## config.mk

```make
export PLATFORM = sky130hd
export DESIGN_NAME = byte_block_modular_exponentiation_core
export DESIGN_NICKNAME = d
export VERILOG_FILES = /design/src/rtl/bbme_pkg.sv /design/src/rtl/bbme_mulmod.sv /design/src/rtl/bbme_seq.sv /design/src/rtl/byte_block_modular_exponentiation_core.sv
export SDC_FILE = /design/constraint.sdc
export NUM_CORES = 2
export LEC_CHECK = 0
export BUFFER_PORTS_ARGS = -buffer_cell sky130_fd_sc_hd__buf_2
export CAP_MARGIN = 40
export CORE_MARGIN = 3
export CORE_UTILIZATION = 65
export CTS_BUF_LIST = sky130_fd_sc_hd__clkbuf_8
export DETAILED_ROUTE_END_ITERATION = 8
export GPL_TIMING_DRIVEN = 0
export HOLD_SLACK_MARGIN = 0.12
export PLACE_DENSITY_LB_ADDON = 0.3
export SYNTH_ARGS = -nofsm -noshare
export SYNTH_HDL_FRONTEND = slang
export SYNTH_SLANG_ARGS = --single-unit
```

## constraint.sdc

```tcl
create_clock -name aclk -period 16.27 [get_ports aclk]
set_input_delay 0.8135 -clock aclk [delete_from_list [all_inputs] [get_ports aclk]]
set_output_delay 0.8135 -clock aclk [all_outputs]
set_load 0.01 [all_outputs]
```

## src/rtl/bbme_pkg.sv

```systemverilog
// ============================================================================
// bbme_pkg
// Shared widths, reset values, register indexes and handshake structs of the
// byte block modular exponentiation core.
// ============================================================================
package bbme_pkg;

    localparam int WORD_W              = 64;
    localparam int BYTE_W              = 8;
    localparam int CFG_IDX_W           = 2;
    localparam int BB_W                = 4;
    localparam int MAX_BLOCK_BYTES_DEF = 8;

    typedef logic [WORD_W-1:0] word_t;

    typedef enum logic [CFG_IDX_W-1:0] {
        CFG_MODULUS     = 2'd0,
        CFG_EXPONENT    = 2'd1,
        CFG_BLOCK_BYTES = 2'd2
    } cfg_idx_t;

    localparam word_t           MODULUS_RST     = 64'd2;
    localparam word_t           EXPONENT_RST    = 64'd1;
    localparam logic [BB_W-1:0] BLOCK_BYTES_RST = 4'd8;

    // Request into the shared modular multiplier: start pulse with operands.
    typedef struct packed {
        logic  start;
        word_t x;
        word_t y;
    } mm_req_t;

    // Response of the multiplier: done pulse with x * y mod n.
    typedef struct packed {
        logic  done;
        word_t prod;
    } mm_rsp_t;

    // Status of the exponent sequencer toward the top level.
    typedef struct packed {
        logic  busy;
        logic  done;
        word_t value;
    } seq_stat_t;

endpackage

```

## src/rtl/bbme_mulmod.sv

```systemverilog
// ============================================================================
// bbme_mulmod
// Iterative modular multiplier: x * y mod n by shift-and-add, one bit of y
// per clock, most significant bit first. Operands must be below n.
// ============================================================================
module bbme_mulmod (
    input  logic              aclk,
    input  logic              aresetn,
    input  bbme_pkg::word_t   modulus,
    input  bbme_pkg::mm_req_t req,
    output bbme_pkg::mm_rsp_t rsp
);

    localparam int W     = bbme_pkg::WORD_W;
    localparam int CNT_W = $clog2(W);

    logic             busy_reg;
    logic             done_reg;
    logic [CNT_W-1:0] cnt_reg;
    logic [W-1:0]     x_reg;
    logic [W-1:0]     y_reg;
    logic [W-1:0]     acc_reg;
    logic [W-1:0]     prod_reg;

    logic [W-1:0]     addend;
    logic [W+1:0]     sum;
    logic [W+1:0]     mod_1x;
    logic [W+1:0]     mod_2x;
    logic [W+1:0]     reduced;
    logic [W-1:0]     acc_next;
    logic             last_bit;

    // 2*acc + addend stays below 3n, so at most two subtractions of n
    always_comb begin
        addend  = y_reg[W-1] ? x_reg : '0;
        sum     = {1'b0, acc_reg, 1'b0} + {2'b00, addend};
        mod_1x  = {2'b00, modulus};
        mod_2x  = {1'b0, modulus, 1'b0};
        if (sum >= mod_2x) begin
            reduced = sum - mod_2x;
        end else if (sum >= mod_1x) begin
            reduced = sum - mod_1x;
        end else begin
            reduced = sum;
        end
        acc_next = reduced[W-1:0];
        last_bit = (cnt_reg == CNT_W'(W - 1));
    end

    always_ff @(posedge aclk) begin
        if (!aresetn) begin
            busy_reg <= 1'b0;
            done_reg <= 1'b0;
        end else begin
            done_reg <= 1'b0;
            if (req.start) begin
                busy_reg <= 1'b1;
                cnt_reg  <= '0;
                x_reg    <= req.x;
                y_reg    <= req.y;
                acc_reg  <= '0;
            end else if (busy_reg) begin
                acc_reg <= acc_next;
                y_reg   <= {y_reg[W-2:0], 1'b0};
                cnt_reg <= cnt_reg + CNT_W'(1);
                if (last_bit) begin
                    busy_reg <= 1'b0;
                    done_reg <= 1'b1;
                    prod_reg <= acc_next;
                end
            end
        end
    end

    assign rsp = '{done: done_reg, prod: prod_reg};

endmodule

```

## src/rtl/bbme_seq.sv

```systemverilog
// ============================================================================
// bbme_seq
// Exponent sequencer: reduces the block modulo n, then walks the exponent
// right to left, issuing multiplies and squarings to the shared multiplier.
// ============================================================================
module bbme_seq (
    input  logic                aclk,
    input  logic                aresetn,
    input  bbme_pkg::word_t     modulus,
    input  bbme_pkg::word_t     exponent,
    input  logic                start,
    input  bbme_pkg::word_t     base_in,
    input  logic                out_ack,
    output bbme_pkg::seq_stat_t stat,
    output bbme_pkg::mm_req_t   mm_req,
    input  bbme_pkg::mm_rsp_t   mm_rsp
);

    localparam int W = bbme_pkg::WORD_W;
    localparam logic [W-1:0] ONE  = W'(1);
    localparam logic [W-1:0] ZERO = '0;

    typedef enum logic [2:0] {
        ST_IDLE,
        ST_REDUCE,
        ST_MUL,
        ST_SQR,
        ST_DONE
    } state_t;

    state_t       state_reg;
    logic [W-1:0] base_reg;
    logic [W-1:0] result_reg;
    logic [W-1:0] power_reg;
    logic         req_start_reg;
    logic [W-1:0] req_x_reg;
    logic [W-1:0] req_y_reg;

    always_ff @(posedge aclk) begin
        if (!aresetn) begin
            state_reg     <= ST_IDLE;
            req_start_reg <= 1'b0;
        end else begin
            req_start_reg <= 1'b0;
            case (state_reg)
                ST_IDLE: begin
                    if (start) begin
                        power_reg <= exponent;
                        if (exponent == ZERO) begin
                            result_reg <= ONE;
                            state_reg  <= ST_DONE;
                        end else if (modulus == ZERO) begin
                            result_reg <= ZERO;
                            state_reg  <= ST_DONE;
                        end else begin
                            // base mod n by Horner over the bits of base, adding 1 mod n
                            result_reg    <= (modulus == ONE) ? ZERO : ONE;
                            req_x_reg     <= (modulus == ONE) ? ZERO : ONE;
                            req_y_reg     <= base_in;
                            req_start_reg <= 1'b1;
                            state_reg     <= ST_REDUCE;
                        end
                    end
                end
                ST_REDUCE: begin
                    if (mm_rsp.done) begin
                        base_reg      <= mm_rsp.prod;
                        req_start_reg <= 1'b1;
                        req_y_reg     <= mm_rsp.prod;
                        if (power_reg[0]) begin
                            req_x_reg <= result_reg;
                            state_reg <= ST_MUL;
                        end else begin
                            req_x_reg <= mm_rsp.prod;
                            state_reg <= ST_SQR;
                        end
                    end
                end
                ST_MUL: begin
                    if (mm_rsp.done) begin
                        result_reg <= mm_rsp.prod;
                        if (power_reg[W-1:1] == ZERO[W-1:1]) begin
                            state_reg <= ST_DONE;
                        end else begin
                            req_x_reg     <= base_reg;
                            req_y_reg     <= base_reg;
                            req_start_reg <= 1'b1;
                            state_reg     <= ST_SQR;
                        end
                    end
                end
                ST_SQR: begin
                    if (mm_rsp.done) begin
                        base_reg  <= mm_rsp.prod;
                        power_reg <= {1'b0, power_reg[W-1:1]};
                        if (power_reg[W-1:1] == ZERO[W-1:1]) begin
                            state_reg <= ST_DONE;
                        end else begin
                            req_start_reg <= 1'b1;
                            req_y_reg     <= mm_rsp.prod;
                            if (power_reg[1]) begin
                                req_x_reg <= result_reg;
                                state_reg <= ST_MUL;
                            end else begin
                                req_x_reg <= mm_rsp.prod;
                                state_reg <= ST_SQR;
                            end
                        end
                    end
                end
                ST_DONE: begin
                    // hold the result until the output register takes it
                    if (out_ack) begin
                        state_reg <= ST_IDLE;
                    end
                end
                default: begin
                    state_reg <= ST_IDLE;
                end
            endcase
        end
    end

    assign stat = '{busy:  (state_reg != ST_IDLE),
                    done:  (state_reg == ST_DONE),
                    value: result_reg};

    assign mm_req = '{start: req_start_reg, x: req_x_reg, y: req_y_reg};

endmodule

```

## src/rtl/byte_block_modular_exponentiation_core.sv

```systemverilog
// ============================================================================
// byte_block_modular_exponentiation_core
// Packs message bytes big-endian into blocks and emits block^e mod n per block.
// ============================================================================
// A byte that does not complete a block is shifted into the accumulator. The
// byte that completes a block (block_bytes reached, or last_byte set) starts an
// exponentiation and s_ready stays low until the result is handed to the
// output register. The time is set by the one shared bit-serial modular
// multiplier. Each block takes one reduction of the block, L - 1 squarings and
// P multiplies, where L is the bit length of the exponent and P its count of
// one bits; the result may then wait on m_ready. A zero exponent or zero
// modulus finishes without using the multiplier.
// Registers: 0 modulus, 1 exponent, 2 block_bytes (0 acts as 1, values above
// MAX_BLOCK_BYTES saturate); other indexes are ignored. Write them only idle.
module byte_block_modular_exponentiation_core #(
    parameter int MAX_BLOCK_BYTES = bbme_pkg::MAX_BLOCK_BYTES_DEF
) (
    input  logic                           aclk,
    input  logic                           aresetn,
    input  logic                           cfg_wr_en,
    input  logic [bbme_pkg::CFG_IDX_W-1:0] cfg_index,
    input  logic [bbme_pkg::WORD_W-1:0]    cfg_wdata,
    input  logic                           s_valid,
    output logic                           s_ready,
    input  logic [bbme_pkg::BYTE_W-1:0]    s_data_byte,
    input  logic                           s_last_byte,
    output logic                           m_valid,
    input  logic                           m_ready,
    output logic [bbme_pkg::WORD_W-1:0]    m_cipher_block,
    output logic                           m_last_block
);

    localparam int W     = bbme_pkg::WORD_W;
    localparam int BW    = bbme_pkg::BYTE_W;
    localparam int BBW   = bbme_pkg::BB_W;
    localparam int ACC_W = MAX_BLOCK_BYTES * BW;
    localparam int CNT_W = $clog2(MAX_BLOCK_BYTES + 1);

    logic [W-1:0]     modulus_reg;
    logic [W-1:0]     exponent_reg;
    logic [BBW-1:0]   block_bytes_reg;
    logic [ACC_W-1:0] acc_reg;
    logic [CNT_W-1:0] cnt_reg;
    logic             last_pend_reg;
    logic             m_valid_reg;
    logic [W-1:0]     cipher_reg;
    logic             last_block_reg;

    logic [ACC_W+BW-1:0] acc_wide;
    logic [ACC_W-1:0]    acc_next;
    logic [BBW-1:0]      limit;
    logic [BBW-1:0]      cnt_plus;
    logic                accept;
    logic                complete;
    logic                out_free;
    logic                out_ack;

    bbme_pkg::seq_stat_t stat;
    bbme_pkg::mm_req_t   mm_req;
    bbme_pkg::mm_rsp_t   mm_rsp;

    always_comb begin
        if (block_bytes_reg == '0) begin
            limit = BBW'(1);
        end else if (block_bytes_reg > BBW'(MAX_BLOCK_BYTES)) begin
            limit = BBW'(MAX_BLOCK_BYTES);
        end else begin
            limit = block_bytes_reg;
        end
        acc_wide = {acc_reg, s_data_byte};
        acc_next = acc_wide[ACC_W-1:0];
        cnt_plus = BBW'(cnt_reg) + BBW'(1);
        complete = (cnt_plus >= limit) || s_last_byte;
        s_ready  = !stat.busy;
        accept   = s_valid && s_ready;
        out_free = !m_valid_reg || m_ready;
        out_ack  = stat.done && out_free;
    end

    always_ff @(posedge aclk) begin
        if (!aresetn) begin
            modulus_reg     <= bbme_pkg::MODULUS_RST;
            exponent_reg    <= bbme_pkg::EXPONENT_RST;
            block_bytes_reg <= bbme_pkg::BLOCK_BYTES_RST;
            acc_reg         <= '0;
            cnt_reg         <= '0;
            m_valid_reg     <= 1'b0;
        end else begin
            if (cfg_wr_en) begin
                case (cfg_index)
                    bbme_pkg::CFG_MODULUS:     modulus_reg     <= cfg_wdata;
                    bbme_pkg::CFG_EXPONENT:    exponent_reg    <= cfg_wdata;
                    bbme_pkg::CFG_BLOCK_BYTES: block_bytes_reg <= cfg_wdata[BBW-1:0];
                    default: begin
                    end
                endcase
            end
            if (accept) begin
                if (complete) begin
                    acc_reg       <= '0;
                    cnt_reg       <= '0;
                    last_pend_reg <= s_last_byte;
                end else begin
                    acc_reg <= acc_next;
                    cnt_reg <= cnt_reg + CNT_W'(1);
                end
            end
            if (m_valid_reg && m_ready) begin
                m_valid_reg <= 1'b0;
            end
            if (out_ack) begin
                m_valid_reg    <= 1'b1;
                cipher_reg     <= stat.value;
                last_block_reg <= last_pend_reg;
            end
        end
    end

    bbme_seq u_seq (
        .aclk     (aclk),
        .aresetn  (aresetn),
        .modulus  (modulus_reg),
        .exponent (exponent_reg),
        .start    (accept && complete),
        .base_in  (W'(acc_next)),
        .out_ack  (out_ack),
        .stat     (stat),
        .mm_req   (mm_req),
        .mm_rsp   (mm_rsp)
    );

    bbme_mulmod u_mulmod (
        .aclk    (aclk),
        .aresetn (aresetn),
        .modulus (modulus_reg),
        .req     (mm_req),
        .rsp     (mm_rsp)
    );

    assign m_valid        = m_valid_reg;
    assign m_cipher_block = cipher_reg;
    assign m_last_block   = last_block_reg;

endmodule
```

# == Word level (Yosys, flattened, before mapping) ==
# Index checks and enable logic that the tools add are counted.
# totals
memories,0
regBits,847
latch_bits,0
inputBits,80
ramBits,0
output_inout_bits,67
romBits,0
# classes
n_div,0
muxes,62
multipliers,0
n_eq_ne,17
reduce_logical,36
shift,0
add_sub_neg,5
n_bitwise,3
magnitude_cmp,4
# op_table
operator,n
$mux 64,27
$pmux 64 s4,2
$pmux 64 s2,2
$logic_not 64->1,2
$sub 64x64->64,2
$add 65x64->66,1
$ge 66x64->1,1
$ge 66x65->1,1
$eq 64x1->1 const B,1
$logic_not 63->1,1
$mux 56,1
$mux 3,9
$mux 1,15
$pmux 3 s5,1
$mux 4,3
$reduce_and 2->1,6
$reduce_and 4->1,3
$ne 2x2->1 const B,5
$reduce_and 10->1,1
$ne 2x1->1 const B,4
$reduce_bool 2->1,4
$add 6x1->6 const B,1
$eq 3x2->1 const B,2
$eq 6x6->1 const B,1
other kinds (22),31

# == Depth between registers and ports, before layout ==
# logic_depth
word_depth,8
ltp_mapped,31
mapped_depth_nobuf,26

# == Hierarchy ==
# From an unflattened synthesis, not the netlist that was laid out.
# unflattened
cells_unflattened,4575
hier_area_um2,47650.7
# modules_own_cells
mod,seq_area_each_um2,cells_each,instances,area_per_inst_um2
bbme_mulmod,7907.6,2603,1,23627.7
bbme_seq,9689.3,1021,1,14307.5
byte_block_modular_exponentiation_core,5845.6,951,1,9715.6

# == Worst setup path after synthesis ==
# OpenSTA, ideal clock, no wires.
# synth_path
path_kind,reg-to-reg
from,register cnt_reg[0]
to,register u_seq.req_x_reg[0] (enable)
arrival_ns,13.665
slack_ns,1.674
stages_incl_launch_ff,9
required_time_ns,15.338
synth_period_minus_slack_ns,14.596
path_buffers,0
cell_sequence,dfxtp_1 > ha_1 > xor2_1 > ha_1 > nor2b_1 > o21ai_0 > a21oi_1 > nor2_1 > nor4bb_1
# synth_between
elab_chain_cells,6
# synth_rtl
element,line,text
"start, declared",byte_block_modular_exponentiation_core.sv:43,logic [CNT_W-1:0] cnt_reg;
"start signal, assigned",byte_block_modular_exponentiation_core.sv:105,cnt_reg <= cnt_reg + CNT_W'(1);
$add 4x1->4,byte_block_modular_exponentiation_core.sv:72,cnt_plus = BBW'(cnt_reg) + BBW'(1);
$ge 4x4->1,byte_block_modular_exponentiation_core.sv:73,complete = (cnt_plus >= limit) || s_last_byte;
$logic_or 1x1->1,byte_block_modular_exponentiation_core.sv:73,
$logic_and 1x1->1,byte_block_modular_exponentiation_core.sv:124,".start (accept && complete),"
$ne 2x1->1 (no source line),-,
$reduce_and 10->1 (no source line),-,
"end signal, assigned",bbme_seq.sv:85,req_x_reg <= base_reg;
"end signal, assigned",bbme_seq.sv:102,req_x_reg <= result_reg;
"end signal, assigned",bbme_seq.sv:105,req_x_reg <= mm_rsp.prod;
"end, declared",bbme_seq.sv:36,logic [W-1:0] req_x_reg;
# Every way passes these cells.
# A chain may end at the register's enable or synchronous reset.

# == Worst setup path in the final report ==
# layout_path
from,register u_mulmod.y_reg[63]
to,"register u_mulmod.acc_reg[61], data pin"
# layout_between
elab_chain_cells,6
elab_cells_between_ends,9
# layout_rtl
element,line,text
"start, declared",bbme_mulmod.sv:21,logic [W-1:0] y_reg;
"start signal, assigned",bbme_mulmod.sv:60,y_reg <= req.y;
"start signal, assigned",bbme_mulmod.sv:64,"y_reg <= {y_reg[W-2:0], 1'b0};"
$mux 64 *,bbme_mulmod.sv:35,addend = y_reg[W-1] ? x_reg : '0;
$add 65x64->66 *,bbme_mulmod.sv:36,"sum = {1'b0, acc_reg, 1'b0} + {2'b00, addend};"
$sub 64x64->64 or $ge 66x64->1 (tied branches),"bbme_mulmod.sv:42, bbme_mulmod.sv:41",
$mux 64,bbme_mulmod.sv:41,end else if (sum >= mod_1x) begin
$mux 64 *,bbme_mulmod.sv:39,if (sum >= mod_2x) begin
net u_mulmod.reduced[61],bbme_mulmod.sv:29,logic [W+1:0] reduced;
$mux 64 *,bbme_mulmod.sv:62,end else if (busy_reg) begin
"end signal, assigned",bbme_mulmod.sv:63,acc_reg <= acc_next;
"end, declared",bbme_mulmod.sv:22,logic [W-1:0] acc_reg;
# Mark *: on every way through the listed nets, which the timed path passes. The rest lies on a longest branch. The select of a mux whose other input is x is not followed.

==> results.md <==
- Status: finished, final reports clean
- Vias per cell: 6.49
- Slowest stage delay, CP: 700 ps
- # H-tree levels: 4
- Clock sink count: 847
- Clk_lat worst skew: 830 ps
- Worst Path Buf+Inv: 4
- PortBufs: 146
- Met2 GRT Util: 0.605
- Pwr/cell area: 123 nW/um2
- Final WS setup: 7080 ps
- CP arrival: 9740 ps
- Vias post-DR: 37,651
- Lkg Pwr: 18.4 nW
- Seq cells post-synth: 847
- Layout Nets: 5,040
- Die Y: 270 um
- Crit share post-route: 0.565
- Setup crit end kind: flip-flop
- Syn avg cell area: 10.3 um2
- Max clock buf depth: 3
- Mapped Area: 45,400 um2
- Grt met3 use: 0.105
- Global-route wire length before repair: 221,000 um
- Filler cells: 4,729
- Worst Skew: 68.2 ps
- Routed Antenna Nets: 0
- Most common cell on crit path: clkbuf_1
- Total Routing Usage GR: 0.401
- Grt met1 use: 0.537
- Worst path top cell family by delay: compound AO/OA/AOI/OAI gates
- Pre-CTS WS: 7060 ps
- Vias in the first global route: 36,066
- Crit Path Class: reg2reg
- Worst-path clk slew: 70 ps
- Unrepaired setup endpoints after global routing: false
- Die area: 73,100 um2
- # rows: 96
- DRC violations left: 0
- Initial antenna violation count: 8
- Share of cells above drive strength 1: 0.121
- Slowest cell on crit path: a311oi_1
- Max capacitance violation total: 0
- I/O pin count: 147
- Final GP Congestion: 1.02
- Post-synth EDFFs: 648
- Post-Route Setup TNS: 0 ps
- Cells after synthesis: 4,423
- DR pass1 iterations: 9
- WL/cell: 25.7 um
- Net count after synthesis: 4,703
- Final Hold Vio Count: 0
- Initial Util: 0.659
- DP Area: 48,200 um2
- Async SR Flop Fraction: 0
- Detailed Route WL: 149,000 um
- Largest net degree at the start of global routing: 49
- Synth cell types: 87
- Main flop type after synthesis: edfxtp_1
- WP data required: 16,820 ps
- Worst rel slew slack: 0.300
- Gr busiest metal: met2
- Reg2reg setup slack: 7080 ps
- HP Class: in2reg
- Final setup violation count: 0
- FMAX: 109 MHz
- # hold bufs at CTS: 0
- Crit path launch type: flip-flop
- Crit-path max FO: 10
- Clock buffer count from CTS: 134
- Chip width: 270 um
- Initial DRC count: 4,646
- Core area: 68,900 um2
- Root buf cell: clkbuf_8
- Post-CTS Setup Repair Bufs: 0
- Post-synthesis sequential area ratio: 0.516
- Area grow syn2layout: 11.6%
- Commonest non-fill, non-tap cells in the layout: nand2_1, edfxtp_1, a21oi_1
- Fin. max-slew vios: 0
- Period minus WS final: 9190 ps
- Hpwl dp: 113,000 um
- Post_cts resized: 0
- Worst Tran Pin Value: 1040 ps
- Congestion Overflow GR: 0
- Maximum vdd ir drop: 0.0000898 V
- CTS tree: built
- Most common cell after layout, fill and taps aside: nand2_1
- Post-route cell area: 50,700 um2
- Warnings from Yosys: 0
## layout make-up
type	instances	area, um2	share of cell area
Antenna cell	4	10.0	0.000197
Clock inverter	97	566	0.0111
Inverter	116	435	0.00858
Clock buffer	145	2000	0.0393
Sequential cell	847	23400	0.462
Tap cell	931	1160	0.0230
Timing Repair Buffer	201	1500	0.0295
Multi-Input combinational cell	3226	20600	0.407
Buffer	234	971	0.0191
## report_power, final
group | internal [mW] | switching [mW] | total [mW]
Clock | 0.859 | 0.898 | 1.76
Combinational | 0.690 | 1.28 | 1.97
Sequential | 2.46 | 0.0340 | 2.50
## synth_stat cells (all sizes together), types with 53 or more instances
cell	n	area share
edfxtp	648	0.43
dfxtp	199	0.088
nor2	208	0.017
xnor2	104	0.020
a21boi	141	0.023
nand2	703	0.058
a21o	70	0.012
mux2	131	0.032
inv	116	0.0096
nand3	53	0.0058
clkbuf	188	0.016
mux2i	85	0.019
a21oi	370	0.041
xor2	79	0.015
o21ai	271	0.030
ha	197	0.054
nand4	57	0.0078
nor4	68	0.0094
and2	212	0.029
a22oi	65	0.011
## per-layer routing
layer	share of wire	up-vias	wire [um]
li1	-	16793	-
met1	0.39	17957	57600
met2	0.44	2428	65000
met3	0.12	467	17500
met4	0.060	6	8880
met5	0.00023	-	34
## cell families (layout without fill, tap and decap cells)
family	count (synthesis)	count (layout)	synth area share
AO/OA/AOI/OAI	1146	1146	0.158
XOR/XNOR	183	183	0.0353
adder cells (fa/ha/maj)	200	200	0.0556
buffers and inverters	350	793	0.0309
flip-flops	847	847	0.516
multiplexers	216	216	0.0512
other	0	4	0
AND/OR/NAND/NOR	1481	1481	0.153
## final timing paths
kind	startpoint	end	cells after the start
min	s_last_byte	last_pend_reg	1
min reg2reg	u_seq.req_x_reg[48]	u_mulmod.x_reg[48]	0
max	u_mulmod.y_reg[63]	u_mulmod.acc_reg[61]	27
max reg2reg	u_mulmod.y_reg[63]	u_mulmod.acc_reg[61]	27
## metrics by stage
step                instances  power, mW  utilization  hold WS, ps
floorplan                4423       3.85            -          400
global placement         5500       4.42        0.687          401
detailed placement       5554       4.43        0.698          405
CTS                      5796       6.16        0.736          164
global route             5799       6.47        0.736          208
finish                   5801       6.23        0.736          231
(Power assumes the default switching activity.)
